===== config.mk =====
export PLATFORM = sky130hd
export DESIGN_NAME = iat_ctrl
export DESIGN_NICKNAME = d
export VERILOG_FILES = /design/src/design/iat_pkg.sv /design/src/design/iat_ctrl.sv
export SDC_FILE = /design/constraint.sdc
export NUM_CORES = 1
export LEC_CHECK = 0
export BUFFER_PORTS_ARGS = -buffer_cell sky130_fd_sc_hd__clkbuf_2
export CAP_MARGIN = 20
export CORE_AREA = 4 4 41 43
export CTS_BUF_LIST = sky130_fd_sc_hd__clkbuf_4
export DETAILED_ROUTE_END_ITERATION = 6
export DIE_AREA = 0 0 45 47
export HOLD_SLACK_MARGIN = 0.08
export PLACE_DENSITY = 0.62
export SLEW_MARGIN = 20
export SYNTH_ARGS = -nofsm -noshare
export SYNTH_HDL_FRONTEND = slang
export SYNTH_SLANG_ARGS = --single-unit

===== constraint.sdc =====
create_clock -name clk_i -period 1.55 [get_ports clk_i]
set_input_delay 0.0775 -clock clk_i [delete_from_list [all_inputs] [get_ports clk_i]]
set_output_delay 0.0775 -clock clk_i [all_outputs]
set_load 0.02 [all_outputs]

===== src/design/iat_pkg.sv =====
// shared types and constants of the integral image adaptive threshold block
// no dependencies; the controller, datapath, top level and checker import this package

package iat_pkg;

  localparam int unsigned PIX_W     = 8;
  localparam int unsigned SIZE_W    = 10;
  localparam int unsigned PCT_W     = 7;
  localparam int unsigned CFG_IDX_W = 2;
  localparam int unsigned CFG_VAL_W = 10;

  localparam int unsigned DEF_MAX_WIDTH  = 512;
  localparam int unsigned DEF_MAX_HEIGHT = 512;

  localparam int unsigned RST_FRAME_WIDTH  = 512;
  localparam int unsigned RST_FRAME_HEIGHT = 512;
  localparam int unsigned RST_SENSITIVITY  = 15;

  // full scale of the sensitivity percentage
  localparam int unsigned PCT_FULL = 100;
  // window half size is max(w,h) / 8 / 2
  localparam int unsigned WIN_SHIFT = 4;

  localparam logic [PIX_W-1:0] PIX_MAX = 8'd255;

  typedef enum logic [CFG_IDX_W-1:0] {
    REG_FRAME_WIDTH  = 2'd0,
    REG_FRAME_HEIGHT = 2'd1,
    REG_SENSITIVITY  = 2'd2
  } cfg_reg_e;

  typedef enum logic [2:0] {
    MUL_COUNT,
    MUL_BASE_TOP,
    MUL_BASE_BOT,
    MUL_PIX_COUNT,
    MUL_LHS,
    MUL_RHS
  } mul_sel_e;

  // window corners in the order they are fetched
  typedef enum logic [1:0] {
    CORNER_BR,
    CORNER_TL,
    CORNER_TR,
    CORNER_BL
  } corner_e;

  typedef struct packed {
    logic             action;
    logic [PIX_W-1:0] pixel;
  } in_item_t;

  typedef struct packed {
    logic [PIX_W-1:0] out_value;
    logic             last_pixel;
  } out_item_t;

  typedef struct packed {
    logic [CFG_IDX_W-1:0] index;
    logic [CFG_VAL_W-1:0] value;
  } cfg_item_t;

  typedef struct packed {
    logic     ld_start;
    logic     ld_rd;
    logic     ld_wr;
    logic     em_setup;
    logic     mul_en;
    mul_sel_e mul_sel;
    logic     rd_en;
    corner_e  rd_corner;
    logic     acc_clr;
    logic     acc_en;
    logic     out_load;
  } iat_cmd_t;

  typedef struct packed {
    logic frame_ready;
  } iat_status_t;

endpackage


===== src/design/iat_ctrl.sv =====
// controller of the threshold block: sequences loads and result requests
// depends on iat_pkg for the command and status structs

module iat_ctrl (
  input  logic                 clk_i,
  input  logic                 rst_ni,
  input  logic                 in_valid_i,
  input  logic                 in_action_i,
  output logic                 in_ready_o,
  input  logic                 out_ready_i,
  output logic                 out_valid_o,
  input  iat_pkg::iat_status_t status_i,
  output iat_pkg::iat_cmd_t    cmd_o
);
  import iat_pkg::*;

  typedef enum logic [3:0] {
    S_IDLE,
    S_LD_RD,
    S_LD_WR,
    S_EM_SET,
    S_EM_CNT,
    S_EM_BT,
    S_EM_BB,
    S_EM_R0,
    S_EM_R1,
    S_EM_R2,
    S_EM_R3,
    S_EM_R4,
    S_EM_RHS,
    S_EM_CMP
  } state_e;

  state_e state_q;
  logic   in_ready_q;
  logic   out_valid_q;
  logic   take;
  logic   out_free;

  assign take     = in_ready_q && in_valid_i;
  assign out_free = !out_valid_q || out_ready_i;

  always_ff @(posedge clk_i or negedge rst_ni) begin
    if (!rst_ni) begin
      state_q     <= S_IDLE;
      in_ready_q  <= 1'b1;
      out_valid_q <= 1'b0;
    end else begin
      if (state_q == S_EM_CMP && out_free) begin
        out_valid_q <= 1'b1;
      end else if (out_ready_i) begin
        out_valid_q <= 1'b0;
      end
      unique case (state_q)
        S_IDLE: begin
          if (take) begin
            if (!in_action_i) begin
              state_q    <= S_LD_RD;
              in_ready_q <= 1'b0;
            end else if (status_i.frame_ready) begin
              state_q    <= S_EM_SET;
              in_ready_q <= 1'b0;
            end
          end
        end
        S_LD_RD:  state_q <= S_LD_WR;
        S_LD_WR: begin
          state_q    <= S_IDLE;
          in_ready_q <= 1'b1;
        end
        S_EM_SET: state_q <= S_EM_CNT;
        S_EM_CNT: state_q <= S_EM_BT;
        S_EM_BT:  state_q <= S_EM_BB;
        S_EM_BB:  state_q <= S_EM_R0;
        S_EM_R0:  state_q <= S_EM_R1;
        S_EM_R1:  state_q <= S_EM_R2;
        S_EM_R2:  state_q <= S_EM_R3;
        S_EM_R3:  state_q <= S_EM_R4;
        S_EM_R4:  state_q <= S_EM_RHS;
        S_EM_RHS: state_q <= S_EM_CMP;
        S_EM_CMP: begin
          if (out_free) begin
            state_q    <= S_IDLE;
            in_ready_q <= 1'b1;
          end
        end
        default: begin
          state_q    <= S_IDLE;
          in_ready_q <= 1'b1;
        end
      endcase
    end
  end

  // command decode per state
  always_comb begin
    cmd_o = '0;
    unique case (state_q)
      S_IDLE:   cmd_o.ld_start = take && !in_action_i;
      S_LD_RD:  cmd_o.ld_rd = 1'b1;
      S_LD_WR:  cmd_o.ld_wr = 1'b1;
      S_EM_SET: cmd_o.em_setup = 1'b1;
      S_EM_CNT: begin
        cmd_o.mul_en  = 1'b1;
        cmd_o.mul_sel = MUL_COUNT;
      end
      S_EM_BT: begin
        cmd_o.mul_en  = 1'b1;
        cmd_o.mul_sel = MUL_BASE_TOP;
      end
      S_EM_BB: begin
        cmd_o.mul_en  = 1'b1;
        cmd_o.mul_sel = MUL_BASE_BOT;
      end
      S_EM_R0: begin
        cmd_o.rd_en     = 1'b1;
        cmd_o.rd_corner = CORNER_BR;
        cmd_o.acc_clr   = 1'b1;
        cmd_o.mul_en    = 1'b1;
        cmd_o.mul_sel   = MUL_PIX_COUNT;
      end
      S_EM_R1: begin
        cmd_o.rd_en     = 1'b1;
        cmd_o.rd_corner = CORNER_TL;
        cmd_o.acc_en    = 1'b1;
        cmd_o.mul_en    = 1'b1;
        cmd_o.mul_sel   = MUL_LHS;
      end
      S_EM_R2: begin
        cmd_o.rd_en     = 1'b1;
        cmd_o.rd_corner = CORNER_TR;
        cmd_o.acc_en    = 1'b1;
      end
      S_EM_R3: begin
        cmd_o.rd_en     = 1'b1;
        cmd_o.rd_corner = CORNER_BL;
        cmd_o.acc_en    = 1'b1;
      end
      S_EM_R4:  cmd_o.acc_en = 1'b1;
      S_EM_RHS: begin
        cmd_o.mul_en  = 1'b1;
        cmd_o.mul_sel = MUL_RHS;
      end
      S_EM_CMP: cmd_o.out_load = out_free;
      default: ;
    endcase
  end

  assign in_ready_o  = in_ready_q;
  assign out_valid_o = out_valid_q;

endmodule


## After elaboration in Yosys (flattened, before gate mapping)

Cells that the tools add are included.

| operators by class | value |
|---|---|
| multiplexer cells | 21 |
| reductions and logical operators | 12 |
| bitwise operators | 1 |
| eq/ne operators | 16 |

Operators by type and width:

| cell | count |
|---|---|
| $pmux W4 S13 | 1 |
| $eq A4 B4 Y1 const B | 6 |
| $pmux W4 S6 | 1 |
| $eq A4 B3 Y1 const B | 4 |
| $mux W4 | 4 |
| $mux W1 | 13 |
| $pmux W3 S4 | 1 |
| $reduce_or A11 Y1 | 1 |
| $eq A4 B2 Y1 const B | 2 |
| $eq A4 B1 Y1 const B | 1 |
| $logic_not A4 Y1 | 1 |
| $ne A2 B2 Y1 const B | 2 |
| $reduce_and A4 Y1 | 1 |
| $reduce_or A4 Y1 | 1 |
| $logic_and A1 B1 Y1 | 3 |
| $ne A3 B3 Y1 const B | 1 |
| $pmux W1 S3 | 1 |
| $reduce_and A3 Y1 | 1 |
| $logic_not A1 Y1 | 2 |
| $reduce_bool A2 Y1 | 1 |
| $logic_or A1 B1 Y1 | 1 |
| $not A1 Y1 | 1 |

| word-level totals | value |
|---|---|
| register bits | 6 |
| output and inout bits | 16 |
| input port bits | 6 |
| word-level logic and storage cells | 53 |

## Depth between registers and ports, before layout

| depth | value |
|---|---|
| word-level depth | 4 |
| depth in mapped cells | 5 |
| mapped depth without buffers | 4 |

## Worst setup path after synthesis

No wires, ideal clock.

| timing | value |
|---|---|
| kind | reg-to-reg |
| start point | register state_q[0] |
| end point | register in_ready_q, in the netlist in_ready_o |
| data required time | 1.488 ns |
| period minus slack after synthesis | 1.427 ns |
| setup slack | 0.123 ns |
| library setup time | 0.062 ns |
| arrival | 1.365 ns |
| cell stages (with the launch flop) | 6 |
| path buffers | 1 |
| cells stage by stage | dfrtp_1 -> buf_2 -> inv_1 -> nand2_1 -> nor3_1 -> a211o_1 |

| on the way | value |
|---|---|
| longest elaborated chain between the ends | 4 |
| elaborated cells between the ends (all ways) | 20 |
| those cells by class | eq/ne: 15; mux: 1; bitwise: 1; reduce/logical: 3 |

RTL lines:

| element | RTL line | text |
|---|---|---|
| from (decl) | iat_ctrl.sv:34 | `state_e state_q;` |
| from (signal assigned) | iat_ctrl.sv:45 | `state_q <= S_IDLE;` |
| from (signal assigned) | iat_ctrl.sv:58 | `state_q <= S_LD_RD;` |
| from (signal assigned) | iat_ctrl.sv:61 | `state_q <= S_EM_SET;` |
| $eq A4 B4 Y1 (tied with other cells) | iat_ctrl.sv:54 | `unique case (state_q)` |
| $reduce_or A11 Y1 (no source line) | - |  |
| $not A1 Y1 (no source line) | - |  |
| $reduce_and A4 Y1 (no source line) | - |  |
| to (signal assigned) | iat_ctrl.sv:59 | `in_ready_q <= 1'b0;` |
| to (signal assigned) | iat_ctrl.sv:62 | `in_ready_q <= 1'b0;` |
| to (signal assigned) | iat_ctrl.sv:69 | `in_ready_q <= 1'b1;` |
| to (decl) | iat_ctrl.sv:35 | `logic in_ready_q;` |

Parallel ways exist; a longest one is shown, timed or not.
A chain may end at the register's enable or synchronous reset.

==> impl_metrics.json <==
{
  "worst_pin_slew_ns": 0.252,
  "power_density_nw_per_um2": 2380,
  "p_int_uw": 774,
  "vias_per_cell": 4.90,
  "slew_violations": 0,
  "slew_headroom": 0.831,
  "vias": 505,
  "hold_path.class": "primary input to async pin",
  "power.switching_uw": 783,
  "place_inst": 93,
  "period_share": 0.977,
  "met1Wirelength_um": 564,
  "end_kind": "output port",
  "hold_violations": 0,
  "die_area_um2": 2120,
  "fp-row-count": 13,
  "area_growth_pct": 39.1,
  "detail_route.wl_per_cell_um": 11.3,
  "p_leak_uw": 0.000353,
  "start_util": 0.362,
  "cap_violations": 0,
  "worstSetupPathType": "register to output port",
  "cts_tree": "yes",
  "drtPass1Iterations": 2,
  "grt.overflow.total": 0,
  "ant_nets": 0,
  "pre_cts_ws_ns": 0.156,
  "drive_gt1_frac": 0.477,
  "cp.required_ns": 1.47,
  "combPwrFrac": 0.622,
  "crit_arrival_ns": 1.44,
  "root_buffer": "clkbuf_4",
  "fin_crit_ns": 1.51,
  "regArea_um2": 156,
  "fp.dieH_um": 47,
  "met2_length_um": 504,
  "dr_wl_met3_um": 95,
  "dp.final_hpwl_um": 875,
  "grt_antenna_before_repair": 0,
  "crit_slowest_cell": "dfrtp_2",
  "gp_congestion": 0.822,
  "cts_sinks": 6,
  "final.setup_skew_ns": 0.00908,
  "netlist_area_um2": 470,
  "ios": 22,
  "multi_input_area_um2": 278,
  "r2r_cells": 4,
  "grt_usage": 0.113,
  "layout_setup_ws_ns": 0.0353,
  "grt_pass1_vias": 400,
  "crit_path_start_kind": "register",
  "critPathMaxFanout": 8,
  "grt_max_degree": 13,
  "cts.path.max_buffers": 2,
  "synth_cell_types": 23,
  "htree_num_levels": 1,
  "grt_pass1_wl_um": 1750,
  "yosysSeqAreaShare": 0.322,
  "dr.max_layer_used": "met3",
  "post-route-drc-count": 0,
  "ys_seq_elements": 6,
  "rsz0062_at_grt": "true",
  "nFillCells": 137,
  "drt_iter0_drc": 14,
  "syn-num-nets": 67,
  "clk_pin_slew_ns": 0.05,
  "seq_power_share": 0.268,
  "portBuffers": 21,
  "clock_latency_ns": 0.25,
  "setup_viol_count_final": 0,
  "rrSetupSlack_ns": 0.23,
  "avgSynthCellArea_um2": 7.71,
  "ir_worst_vdd_uv": 1310,
  "nets": 95,
  "status": "completed",
  "p_sw_frac": 0.503,
  "pwr-share-clk": 0.111,
  "clock.fmax_ghz": 0.660,
  "routed_wl_um": 1170,
  "slowest_delay_ns": 0.46,
  "ys_warn_count": 0,
  "synth_cells": 61,
  "cts_made_buffers": 3,
  "chipWidth_um": 45,
  "antennaDiodeCount": 0,
  "final_cells": 103,
  "fp.coreArea_um2": 1300,
  "crit_chain": "nand2b_1 -> or2_1 -> nor2b_1 -> buf_2"
}
==> state kept, by name, summed over array words and instances (netlist names) <==
register and flops:
in_ready_o 1, out_valid_o 1, state_q 4
==> final cells by class <==
cell class                 instances  share of cell area
clock buffer                       4              0.0459
inverter                           5              0.0287
multi-input combinational         46               0.424
sequential                         6               0.239
tap                               15              0.0287
timing repair buffer              27               0.233
==> critical path, delay by kind of cell, from the launching register on <==
kind / cells / cell delay, ns
DFF: 1 / 0.46
buffers and inverters: 1 / 0.16
and+or+nand+nor: 3 / 0.57
==> path summary, 6_finish.rpt <==
check | to | from
max in group asynchronous | in_ready_o$_DFFE_PN1P_ | rst_ni
min in group clk_i | out_valid_o$_DFFE_PN0P_ | out_ready_i
worst min register to register | out_valid_o$_DFFE_PN0P_ | out_valid_o$_DFFE_PN0P_
worst max register to register | in_ready_o$_DFFE_PN1P_ | in_ready_o$_DFFE_PN1P_
worst max-delay path | cmd_o[0] | state_q[1]$_DFFE_PN0P_
worst min-delay path | state_q[0]$_DFFE_PN0P_ | rst_ni
==> cell usage in the layout, fill, tap and decap left out, drive strengths merged <==
cell type / netlist / layout
clkbuf: 0 / 24
nand2: 11 / 11
nor2: 8 / 8
nor3: 6 / 6
buf: 4 / 6
inv: 5 / 5
dfrtp: 5 / 5
nand2b: 4 / 4
a21oi: 3 / 3
a211o: 2 / 2
a21o: 1 / 1
o21ai: 1 / 1
and2: 1 / 1
or2: 1 / 1
nor2b: 1 / 1
o21bai: 1 / 1
nand3b: 1 / 1
xor2: 1 / 1
o311ai: 1 / 1
nand4: 1 / 1
a311oi: 1 / 1
or3: 1 / 1
dlygate4sd3: 0 / 1
dfstp: 1 / 1
==> synthesized netlist by cell type <==
cell type	count	share of area
nand2_1	11	0.088
xor2_1	1	0.019
nand2b_1	4	0.053
dfrtp_1	5	0.27
a21o_1	1	0.016
nor3_1	6	0.064
o21bai_1	1	0.016
or2_1	1	0.013
and2_1	1	0.013
or3_1	1	0.013
dfstp_2	1	0.056
o21ai_0	1	0.011
a211o_1	2	0.037
inv_1	5	0.040
a21oi_1	3	0.032
buf_2	2	0.021
nand3b_1	1	0.016
buf_6	2	0.048
nor2b_1	1	0.013
a311oi_2	1	0.032
nand4_1	1	0.013
nor2_1	8	0.064
o311ai_4	1	0.056
==> through the flow <==
stage               area (um^2)  TNS, ns  hold WS [ns]  total power, uW   util
floorplan                   470        0        -0.218             1070      -
global placement            562        0       -0.0878             1250  0.432
detailed placement          562        0       -0.0878             1250  0.432
CTS                         606        0         0.189             1450  0.465
global route                654  -0.0471         0.208             1680  0.503
finish                      654        0         0.186             1560  0.503
==> kinds of logic after synthesis <==
group,synth area share
AO/OA/AOI/OAI,0.199
XOR/XNOR,0.0186
buffers and inverters,0.109
AND/OR/NAND/NOR,0.351
flip-flops,0.322
==> what timing repair did <==
item,in CTS,in global routing
setup endpoints to repair,5,6
hold buffers,1,0
endpoints found under the hold margin,6,0
buffers inserted,0,5
gates resized for setup,4,6
==> metal layers <==
layer / track usage / vias to the layer above
li1: - / 261
met1: 0.164 / 227
met2: 0.158 / 17
met3: 0.0575 / 0
met4: 0 / 0
met5: 0 / -
==> power by group through the flow <==
stage / Sequential [uW] / Combinational (uW) / Clock, uW
global route: 431 / 1060 / 187
detailed placement: 406 / 848 / 0
floorplan: 298 / 775 / 0
finish: 417 / 968 / 172
global placement: 404 / 848 / 0
CTS: 415 / 855 / 176
Note: power is estimated with default switching activity, not from simulation.
